$ cat src/hdl/tpcc_pkg.sv
// Shared types, codes and helpers for the tip proximity collision check.
package tpcc_pkg;

    // Item opcodes.
    localparam logic OpStart = 1'b0;
    localparam logic OpPoint = 1'b1;

    // Neighbor relation codes.
    localparam logic [1:0] RelExternal = 2'd0;
    localparam logic [1:0] RelSelf     = 2'd1;
    localparam logic [1:0] RelParent   = 2'd2;
    localparam logic [1:0] RelSibling  = 2'd3;

    // Configuration register indexes.
    localparam logic CfgMargin     = 1'b0;
    localparam logic CfgInvSpacing = 1'b1;

    // Reset value of both configuration registers (1.0 in unsigned Q15.16).
    localparam logic [30:0] CfgResetValue = 31'd65536;

    // Largest point count a neighbor branch may claim.
    localparam int unsigned MaxPoints = 65536;

    // Depth of the queue between the front and back parts.
    localparam int unsigned QueueDepth = 4;

    // One classified item as it travels through the queue.
    typedef struct packed {
        logic               op;
        logic signed [31:0] pos_x;
        logic signed [31:0] pos_y;
        logic signed [31:0] pos_z;
        logic [30:0]        radius;
        logic [30:0]        branch_length;
        logic [1:0]         relation;
        logic [15:0]        point_index;
        logic [16:0]        point_count;
        logic               point_ok;
        logic               last;
    } item_t;

    // Queue status seen by both of its neighbors.
    typedef struct packed {
        logic full;
        logic empty;
    } q_status_t;

    // Magnitude of the difference of two signed 32-bit coordinates.
    function automatic logic [31:0] abs_diff(input logic signed [31:0] a,
                                             input logic signed [31:0] b);
        logic signed [32:0] d;
        logic signed [32:0] nd;
        d  = 33'(a) - 33'(b);
        nd = -d;
        return d[32] ? nd[31:0] : d[31:0];
    endfunction

endpackage

$ cat src/hdl/tpcc_front.sv
// Front part: accepts items, clamps the point count and classifies each point.
module tpcc_front #(
    parameter int unsigned MaxPoints = tpcc_pkg::MaxPoints
) (
    input  logic                  aclk,
    input  logic                  aresetn,
    input  logic                  s_valid,
    output logic                  s_ready,
    input  logic                  s_op,
    input  logic signed [31:0]    s_pos_x,
    input  logic signed [31:0]    s_pos_y,
    input  logic signed [31:0]    s_pos_z,
    input  logic [30:0]           s_radius,
    input  logic [30:0]           s_branch_length,
    input  logic [1:0]            s_relation,
    input  logic [15:0]           s_point_index,
    input  logic [16:0]           s_point_count,
    input  logic                  s_last_in_query,
    input  tpcc_pkg::q_status_t   q_status,
    output logic                  q_push,
    output tpcc_pkg::item_t       q_item
);

    logic            valid_reg;
    logic            valid_next;
    tpcc_pkg::item_t item_reg;
    tpcc_pkg::item_t item_next;
    logic [16:0]     cnt_clamped;
    logic            accept;

    // The holding register frees up whenever its item moves into the queue.
    assign q_push  = valid_reg && !q_status.full;
    assign s_ready = !valid_reg || !q_status.full;
    assign accept  = s_valid && s_ready;
    assign q_item  = item_reg;

    // Clamp the count and mark points whose index lies outside their branch.
    always_comb begin
        if (32'(s_point_count) > 32'(MaxPoints)) begin
            cnt_clamped = 17'(MaxPoints);
        end else begin
            cnt_clamped = s_point_count;
        end
        item_next.op            = s_op;
        item_next.pos_x         = s_pos_x;
        item_next.pos_y         = s_pos_y;
        item_next.pos_z         = s_pos_z;
        item_next.radius        = s_radius;
        item_next.branch_length = s_branch_length;
        item_next.relation      = s_relation;
        item_next.point_index   = s_point_index;
        item_next.point_count   = cnt_clamped;
        item_next.point_ok      = (cnt_clamped != 17'd0) &&
                                  ({1'b0, s_point_index} < cnt_clamped);
        item_next.last          = s_last_in_query;
    end

    // Valid tracking for the holding register.
    always_comb begin
        if (accept) begin
            valid_next = 1'b1;
        end else if (q_push) begin
            valid_next = 1'b0;
        end else begin
            valid_next = valid_reg;
        end
    end

    always_ff @(posedge aclk) begin
        if (!aresetn) begin
            valid_reg <= 1'b0;
        end else begin
            valid_reg <= valid_next;
        end
    end

    always_ff @(posedge aclk) begin
        if (accept) begin
            item_reg <= item_next;
        end
    end

endmodule

$ cat config.mk
export PLATFORM = sky130hd
export DESIGN_NAME = tpcc_front
export DESIGN_NICKNAME = d
export VERILOG_FILES = /design/src/hdl/tpcc_pkg.sv /design/src/hdl/tpcc_front.sv
export SDC_FILE = /design/constraint.sdc
export NUM_CORES = 1
export LEC_CHECK = 0
export ABC_AREA = 1
export BUFFER_PORTS_ARGS = -buffer_cell sky130_fd_sc_hd__buf_2
export CAP_MARGIN = 0
export CORE_AREA = 2 2 153 155
export CTS_CLUSTER_DIAMETER = 150
export DETAILED_ROUTE_END_ITERATION = 6
export DIE_AREA = 0 0 155 157
export PLACE_DENSITY = 0.65
export SLEW_MARGIN = 20
export SYNTH_ARGS = -nofsm -noshare
export SYNTH_HDL_FRONTEND = slang
export SYNTH_SLANG_ARGS = --single-unit
$ cat constraint.sdc
create_clock -name aclk -period 14.4 [get_ports aclk]
set_clock_uncertainty 0.15 [all_clocks]
set_input_delay 0 -clock aclk [delete_from_list [all_inputs] [get_ports aclk]]
set_output_delay 0 -clock aclk [all_outputs]
set_load 0.03 [all_outputs]
==> impl_results.md, run 1 <==
- Final Hold Vio Count: 0
- Starting Density: 29.4%
- Final Power: 1.36 mW
- Largest register FFs: 196
- Worst-Margin Slew: 1070 ps
- Post-DR wirelength/cell: 16.2 µm
- Die Wd: 155 µm
- Antenna-violating nets left: 0
- CTS Buf Count: 17
- FMAX: 385 MHz
- Die area: approximately 24,000 µm²
- Unrepaired setup endpoints after global routing: false
- Via count: between 5,000 and 6,000
- Initial DRT Pass Iterations: 4
- Sequential fraction of the synthesis area: slightly below 90%
- Synthesized area per cell: between 20 and 25 µm²
- Nets: around 1,200
- Synthesized area: 6620 µm²
- Pleak: a little over 5 nW
- Synth cell types: 17
- Status: finished, final reports clean
- Initial antenna violation count: 3
- Sequential group share of total power: between 50% and 60%
- Post-CTS Setup Inserts: 0
- Yosys reg bits: approximately 200
- Port Buffers: 396
- FILL cells: 1,875
- DRC viols: 0
- Post-DP Area: 8960 µm²
- Reg clk slew, reported paths: approximately 80 ps
- Met1 Use GR: 16.9%
- R2R Setup Slk: 12,460 ps
- Crit end category: flip-flop
- Worst hold margin: roughly 120 ps
- Yosys synthesis warning count: 0
- PD cells: ~120 nW/µm²
- Clock Path Buffers: 2
- CTS tree: done
- Comb power frac: 15.1%
- GRT Overall Usage: 15.7%
- Sw Share: 27.2%
- Crit path DAT: roughly 2600 ps
- H-Tree Depth: 4
- Core Region: 22,500 µm²
- Final HPWL DP: 13.7 mm
- Largest net degree at the start of global routing: 197
- Synth Net Count: 542
- First-pass GRT wire length: 28.8 mm
- HP Class: input port to flip-flop
- Share of total power in the clock network: 34.9%
- CTS Sinks: 197
- Sw Pwr: 0.370 mW
- Vias in the first global route: ~5,400
- Clk_lat worst skew: 420 ps
- Slew margin rel.: between 20% and 30%
- Final min period: 2600 ps
- Internal Power: 0.989 mW
- Number of max-cap violations: 0
- Post-CTS Resized: 0
- Period utilization: a little under a fifth
- CP startpoint kind: input port
- Final-report setup violation count: 0
- Initial DRC Count: 179
- I/O pin total: 398
- Fin Setup TNS: 0 ps
- Crit Path Max Fanout: 13
- WS Path Type: input port to flip-flop
- Final Wtd Congestion: 0.776
- Mapped Cells: 327
- Height of the die: 157 µm
- Post-Layout Inst Area: 11,500 µm²
- Worst vdd ir: 63.6 µV
- Worst EP required: 14,430 ps
- Clock Tree Root: clkbuf_16
- Grt met2 use: 28.5%
- M3 GR Usage: 5.73%
- Site row count: 55
- Grt peak-use layer: met2
- Vias per inst: around 4.2
- Gr ovfl total: 0
- Routed wire length: 20.1 mm
- Layout cell share with drive strength beyond 1: between 40% and 50%
- Slew Viols, Final: 0
- Area delta synth->final: 74.5%
## critical path, stage by stage
cell	delay, ps
dlygate4sd3_1	530
buf_2	140
nor2_1	190
nand2_1	90
nor2_1	120
nand2_2	80
nand2_4	180
inv_2	120
nor2_2	140
inv_2	40
ha_1	260
nand2_1	50
inv_1	70
nand3_1	90
nor2_1	210
nand2_1	80
nor2_1	90
nand2_1	50
inv_1	60
nor2_2	30
## cell usage after synthesis
cell / number / area share [%]
inv_1: 19 / 1.1
nand2_1: 29 / 1.6
nor2_2: 6 / 0.57
edfxtp_1: 196 / 89
clkbuf_1: 1 / 0.057
nand2_2: 11 / 1.0
a21oi_1: 6 / 0.45
o21ai_0: 1 / 0.076
ha_1: 15 / 2.8
inv_2: 14 / 0.79
nand4_1: 2 / 0.19
buf_12: 1 / 0.30
a21boi_0: 1 / 0.11
nor2_1: 17 / 0.96
nand3_1: 6 / 0.45
dfxtp_1: 1 / 0.30
nand2_4: 1 / 0.17
## metrics by stage
step,util (%),worst slack [ps],std cells
floorplan,-,3710,327
global placement,39.8,11930,1007
detailed placement,39.8,11910,1007
CTS,51.3,11800,1236
global route,51.3,11590,1236
finish,51.3,11800,1237
## cell families (layout without fill, tap and decap cells)
group | Yosys count | in the layout | synth area share, %
DFF | 197 | 197 | 89.3
and+or+nand+nor | 72 | 72 | 5.03
buffers and inverters | 35 | 659 | 2.23
adders and majority gates | 15 | 15 | 2.84
AOI/OAI and AO/OA | 8 | 8 | 0.643
other | 0 | 1 | 0
## per-layer routing
metal  wire (µm)  share of wire (%)
met2       10600                 53
met3        1740                8.7
met5          33               0.16
met1        7420                 37
met4         323                1.6
## worst paths after layout
check,to,cells after the start,startpoint
setup reg to reg,q_item[1]$_DFFE_PP_,2,valid_reg$_SDFFE_PN0P_
setup / recovery,q_item[1]$_DFFE_PP_,20,s_point_count[12]
hold reg to reg,q_item[184]$_DFFE_PP_,2,valid_reg$_SDFFE_PN0P_
hold / removal,q_item[162]$_DFFE_PP_,2,s_pos_y[31]
## layout by cell type, fill, tap and decap left out, types with 2 or more instances in the layout
cell and instances:
inv_2 14, nand2_2 11, inv_1 19, inv_6 4, nand2_1 29, inv_8 2
buf_2 396, a21oi_1 5, nand4_1 2, ha_1 15, nand3_1 6, edfxtp_1 196
nor2_2 6, clkinv_8 7, nor2_1 17, clkbuf_16 17, dlygate4sd3_1 197
## timing repair
action / CTS / global route
hold buffers: 197 / 0
setup endpoints to repair: 0 / 0
endpoints found under the hold margin: 197 / 0
## power groups by stage
stage	combinational [mW]	sequential, mW	clock, mW
after global placement	0.160	0.691	0
final	0.205	0.680	0.475
after global routing	0.218	0.683	0.510
after CTS	0.206	0.680	0.492
after floorplan	0.0245	0.772	0
after detailed placement	0.162	0.693	0
## layout make-up
class                           count  area [µm²]  share of cell area [%]
Clock inverter                     15         184                    1.59
Inverter                           33         124                    1.07
Tap cell                          285         357                    3.09
Antenna cell                        1        2.50                  0.0217
Clock buffer                       17         425                    3.68
Multi-Input combinational cell     95         574                    4.97
Sequential cell                   197        5910                    51.1
Timing Repair Buffer              594        3970                    34.4
(Power assumes the default switching activity.)
==> inputs of run 2 (changes only) <==
clock period = 2.6 ns   (was 14.4 ns; I/O delays follow)
==> run 2 against run 1 <==
Clock power increased to 5.5 times the previous value. Global-route usage is 0.61 points higher. Via count up 0.62%. Count of clock-buffer cells in the layout grew 1. Power rose to 5.6 times the previous value. Combinational power rose to 5.8 times the previous value. Utilization grew 0.66 points. Critical path depth did not move. Sequential share of layout area fell by 0.64 points. Flip-flop and latch count unchanged.
==> impl_results.md, run 2 (same netlist as run 1, synthesis figures left out) <==
- Status: finished, final reports clean
- CTS Buf Count: 17 (unchanged)
- Period utilization: 91.6%
- Vias in the first global route: 5,570 (+2.7%)
- Layout cell share with drive strength beyond 1: 49.3% (+0.80 points)
- Antenna-violating nets left: 0 (unchanged)
- Grt peak-use layer: met2
- Slew Viols, Final: 0 (unchanged)
- Clock Tree Root: clkbuf_16
- Die area: 24,300 µm² (unchanged)
- Worst EP required: 2640 ps (-11,790 ps)
- Final-report setup violation count: 0 (unchanged)
- Crit end category: flip-flop
- PD cells: 645 nW/µm² (+450%)
- CP startpoint kind: input port
- Commonest non-fill, non-tap cell in the layout: buf_2
- First-pass GRT wire length: 29.7 mm (+3.4%)
- Final HPWL DP: 14.4 mm (+5.1%)
- Nets: 1,166 (+1.1%)
- FMAX: 420 MHz
- Vias per inst: 4.15 (-0.51%)
- Final Wtd Congestion: 0.819 (+5.5%)
- CTS tree: done
- FILL cells: 1,860 (-0.80%)
- Final Hold Vio Count: 0 (unchanged)
- GRT Overall Usage: 16.3% (+0.61 points)
- Post-Layout Inst Area: 11,700 µm² (+1.3%)
- Grt met2 use: 30.2% (+1.7 points)
- H-Tree Depth: 4 (unchanged)
- Largest net degree at the start of global routing: 40 (-80%)
- Gr ovfl total: 0 (unchanged)
- WS Path Type: input port to flip-flop
- Site row count: 55 (unchanged)
- Clock Path Buffers: 2 (unchanged)
- CTS Sinks: 197 (unchanged)
- Largest register FFs: 196 (unchanged)
- Initial DRC Count: 236 (+32%)
- Via count: 5,190 (+0.62%)
- Met1 Use GR: 17.4% (+0.45 points)
- Most frequent cells in the layout: 396 x buf_2, 199 x dlygate4sd3_1, 196 x edfxtp_1
- Worst vdd ir: 378 µV (+490%)
- Crit Path Max Fanout: 13 (unchanged)
- Starting Density: 29.4% (unchanged)
- HP Class: input port to flip-flop
- Initial antenna violation count: 3 (unchanged)
- DRC viols: 0 (unchanged)
- Clk_lat worst skew: 420 ps (about the same)
- Reg clk slew, reported paths: 90 ps (about the same)
- Initial DRT Pass Iterations: 4 (unchanged)
- I/O pin total: 398 (unchanged)
- Unrepaired setup endpoints after global routing: false
- Number of max-cap violations: 0 (unchanged)
- Crit path DAT: 2420 ps (-200 ps)
- Core Region: 22,500 µm² (unchanged)
- Pleak: 5.12 nW (+1.5%)
- Slew margin rel.: 47.8% (+19 points)
- M3 GR Usage: 5.89% (+0.17 points)
- Height of the die: 157 µm (unchanged)
- Area delta synth->final: 76.8%
- Die Wd: 155 µm (unchanged)
- Post-DP Area: 9100 µm² (+1.5%)
- Worst hold margin: 125 ps (+4.43 ps)
- Post-DR wirelength/cell: 16.6 µm (+2.1%)
- Post-CTS Setup Inserts: 0 (unchanged)
- Final Power: 7.55 mW (+460%)
- Port Buffers: 396 (unchanged)
- Final min period: 2380 ps
- Routed wire length: 20.7 mm (+3.2%)
- Worst-Margin Slew: 782 ps (-287 ps)
==> run 2: cell types whose count changed in the layout (fill, tap and decap cells not counted), moves of 2 or more <==
cell,change
buf_12,+4
dlygate4sd3_1,+2
nor2_1,-2
nor2_2,+2
buf_4,+7
clkinv_8,-3
inv_8,+2
==> run 2: routing by layer <==
metal	vias to the layer above	wire length [µm]
met4	2	340
met5	-	13
met1	2482	7730
li1	2449	-
met2	232	11000
met3	25	1630
==> run 2: critical path: stages <==
cell and delay, ps:
dlygate4sd3_1 540, buf_2 150, nor2_1 150, nand2_1 90, nor2_2 120, nand2_2 100
nand2_8 140, inv_2 90, nor2_2 120, inv_2 40, ha_1 260, nand2_1 50
inv_1 60, nand3_1 80, nor2_2 150, nand2_1 70, nor2_1 80, nand2_1 50
inv_1 60, nor2_2 30
==> run 2: power by group <==
part | switching (mW) | internal [mW]
Sequential | 0.0472 | 3.71
Combinational | 0.698 | 0.482
Clock | 1.31 | 1.30
Total | 2.05 | 5.49
==> run 2: cell type report <==
class / count / area [µm²] / share of cell area [%]
tap: 285 / 357 / 3.05
timing repair buffer: 607 / 4130 / 35.3
inverter: 33 / 124 / 1.06
sequential: 197 / 5910 / 50.5
clock inverter: 14 / 159 / 1.36
clock buffer: 18 / 429 / 3.67
antenna: 2 / 5.00 / 0.0428
multi-input combinational: 95 / 588 / 5.03
==> run 2: stage by stage <==
stage          TNS [ps]  utilization [%]  std cells  worst slack, ps
2_1_floorplan   -300720                -        327            -1530
3_3_place_gp          0             40.4       1018              289
6_report              0             52.0       1251              217
4_1_cts               0             51.9       1249              142
3_5_place_dp          0             40.4       1018              223
5_1_grt               0             52.0       1251             20.9
==> run 2: final timing paths <==
check / start / end / slack, ps / cells past startpoint
worst max-delay path: s_point_count[0] / q_item[1]$_DFFE_PP_ / 220 / 20
worst min-delay path: s_branch_length[2] / q_item[39]$_DFFE_PP_ / 130 / 2
worst max register to register: valid_reg$_SDFFE_PN0P_ / q_item[14]$_DFFE_PP_ / 520 / 2
worst min register to register: valid_reg$_SDFFE_PN0P_ / q_item[92]$_DFFE_PP_ / 770 / 2
==> run 2: timing repair <==
item,CTS,global route
hold buffers,199,0
hold endpoints to repair,198,0
setup endpoints to repair,0,1
gates resized for setup,0,3
==> inputs of run 3 (changes only) <==
REMOVE_ABC_BUFFERS = 1   (was unset)
==> run 3 against run 2 <==
Maximum frequency up 0.22%. Non-clock buffer count down 11. Largest power group unchanged. Register-to-register slack better by 390 ps. Global-route usage up 0.15 points. Die area unchanged. Cell count down 0.88%. Sequential power about the same. Critical path type unchanged. First-iteration DRC count up 7.2%. Critical path depth unchanged. Worst setup slack better by 5.1 ps. Count of clock-buffer cells in the layout down 1. Largest cell class unchanged. Sequential share of layout area up 0.57 points.
==> impl_results.md, run 3 (same netlist as run 1, synthesis figures left out) <==
- Status: finished, final reports clean
- Commonest non-fill, non-tap cell in the layout: buf_2
- Final Wtd Congestion: 0.785 (-4.2%)
- H-Tree Depth: 4 (unchanged)
- CP max stage cell: dlygate4sd3_1
- Post-DP Area: 8990 µm² (-1.2%)
- Initial DRT Pass Iterations: 4 (unchanged)
- Crit path top cell by count: nand2_1
- Vias in the first global route: 5,442 (-2.3%)
- Post-DR wirelength/cell: 16.8 µm (+1.3%)
- WS Path Type: input port to flip-flop
- Final Worst Setup Slack: 222 ps (+5.12 ps)
- Largest register FFs: 196 (unchanged)
- Grt met2 use: 29.6% (-0.59 points)
- Final-report setup violation count: 0 (unchanged)
- GRT Overall Usage: 16.5% (+0.15 points)
- Crit Path Max Fanout: 13 (unchanged)
- CP startpoint kind: input port
- Met1 Use GR: 17.9% (+0.57 points)
- Crit-path cells: dlygate4sd3_1 > buf_2 > nor2_1 > nand2_1 > nor2_1 > nand2_2 > nand2_8 > inv_2 > nor2_2 > inv_2 > ha_1 > nand2_1 > inv_1 > nand3_1 > nor2_2 > nand2_1 > nor2_1 > nand2_1 > inv_1 > nor2_2
- Setup WS pre-CTS: 292 ps (+69.2 ps)
- Initial DRC Count: 253 (+7.2%)
- First-pass GRT wire length: 29.8 mm (+0.23%)
- Unrepaired setup endpoints after global routing: false
- CTS Sinks: 197 (unchanged)
- CTS tree: done
- FMAX: 421 MHz (+0.22%)
- Die Wd: 155 µm (unchanged)
- Crit path DAT: 2410 ps (about the same)
- Vias per inst: 4.16 (+0.21%)
- Port Buffers: 396 (unchanged)
- Worst EP required: 2630 ps (about the same)
- Worst vdd ir: 349 µV (-7.8%)
- Final Power: 7.48 mW (-0.90%)
- PD cells: 647 nW/µm² (+0.24%)
- I/O pin total: 398 (unchanged)
- HP Class: input port to flip-flop
- Slew margin rel.: 54.7% (+6.9 points)
- Largest net degree at the start of global routing: 120 (+200%)
- Area delta synth->final: 74.8%
- M3 GR Usage: 5.84% (-0.055 points)
- Area of the multi-input gates: 586 µm² (-0.43%)
- Die area: 24,300 µm² (unchanged)
- CTS Buf Count: 17 (unchanged)
- Post-Layout Inst Area: 11,600 µm² (-1.1%)
- Antenna-violating nets left: 0 (unchanged)
- Via count: 5,155 (-0.67%)
- Number of max-cap violations: 0 (unchanged)
- Site row count: 55 (unchanged)
- Worst hold margin: 56.7 ps (-68.4 ps)
- Pleak: 5.04 nW (-1.4%)
- FILL cells: 1,894 (+1.8%)
- Most frequent cells in the layout: 396 x buf_2, 197 x dlygate4sd3_1, 196 x edfxtp_1
- Crit end category: flip-flop
- Core Region: 22,500 µm² (unchanged)
- Height of the die: 157 µm (unchanged)
- Final HPWL DP: 14.5 mm (+0.42%)
- Clk_lat worst skew: 410 ps (about the same)
- Layout Cells excl Fill: 1,240 (-0.88%)
- Routed wire length: 20.8 mm (+0.42%)
- Nets: 1,155 (-0.94%)
- Crit-path max cell delay: 550 ps (about the same)
- Layout cell share with drive strength beyond 1: 48.7% (-0.59 points)
- Clock Path Buffers: 2 (unchanged)
- Clock Tree Root: clkbuf_16
- Worst-Margin Slew: 680 ps (-102 ps)
- Initial antenna violation count: 3 (unchanged)
- Placed cell count: 1,009 (-0.88%)
- Period utilization: 91.4% (-0.20 points)
- Fin util: 51.4% (-0.59 points)
- Fin Setup TNS: 0 ps (unchanged)
- Gr ovfl total: 0 (unchanged)
- Reg area: 5910 µm² (about the same)
- Starting Density: 29.4% (unchanged)
- Reg clk slew, reported paths: 80 ps (about the same)
- Slew Viols, Final: 0 (unchanged)
- Final min period: 2380 ps (-5.12 ps)
- Final Hold Vio Count: 0 (unchanged)
- DRC viols: 0 (unchanged)
- Grt peak-use layer: met2
==> run 3: metal layers <==
metal | routed length [µm] | up-vias
met5 | 13 | -
met2 | 11000 | 227
li1 | - | 2430
met1 | 7700 | 2462
met3 | 1640 | 34
met4 | 513 | 2
==> run 3: final timing paths <==
check,slack (ps),cells past startpoint,from,end
max,220,20,s_point_count[8],q_item[1]$_DFFE_PP_
min,60,3,q_status[1],q_item[72]$_DFFE_PP_
max reg2reg,910,2,valid_reg$_SDFFE_PN0P_,q_item[99]$_DFFE_PP_
min reg2reg,740,2,valid_reg$_SDFFE_PN0P_,q_item[72]$_DFFE_PP_
==> run 3: repair_timing <==
| item | CTS | global route |
|---|---|---|
| setup endpoints to repair | 0 | 1 |
| resized for setup | 0 | 2 |
| setup buffers | 0 | 0 |
| hold endpoints to repair | 197 | 0 |
| hold buffers | 197 | 0 |
==> run 3: cell type report <==
| type | instances | area share, % |
|---|---|---|
| Antenna cell | 2 | 0.0433 |
| Clock buffer | 17 | 3.68 |
| Clock inverter | 15 | 1.37 |
| Inverter | 33 | 1.07 |
| Multi-Input combinational cell | 95 | 5.06 |
| Sequential cell | 197 | 51.1 |
| Tap cell | 285 | 3.08 |
| Timing Repair Buffer | 596 | 34.6 |
==> run 3: worst max-delay path, delay by kind of cell <==
| family | cells | cell delay (ps) |
|---|---|---|
| buffers and inverters | 6 | 940 |
| AND/OR/NAND/NOR | 13 | 1200 |
| adder cells (fa/ha/maj) | 1 | 260 |
==> run 3: where the power goes <==
group,switching (mW),internal [mW]
Sequential,0.0446,3.71
Clock,1.28,1.29
Combinational,0.693,0.460
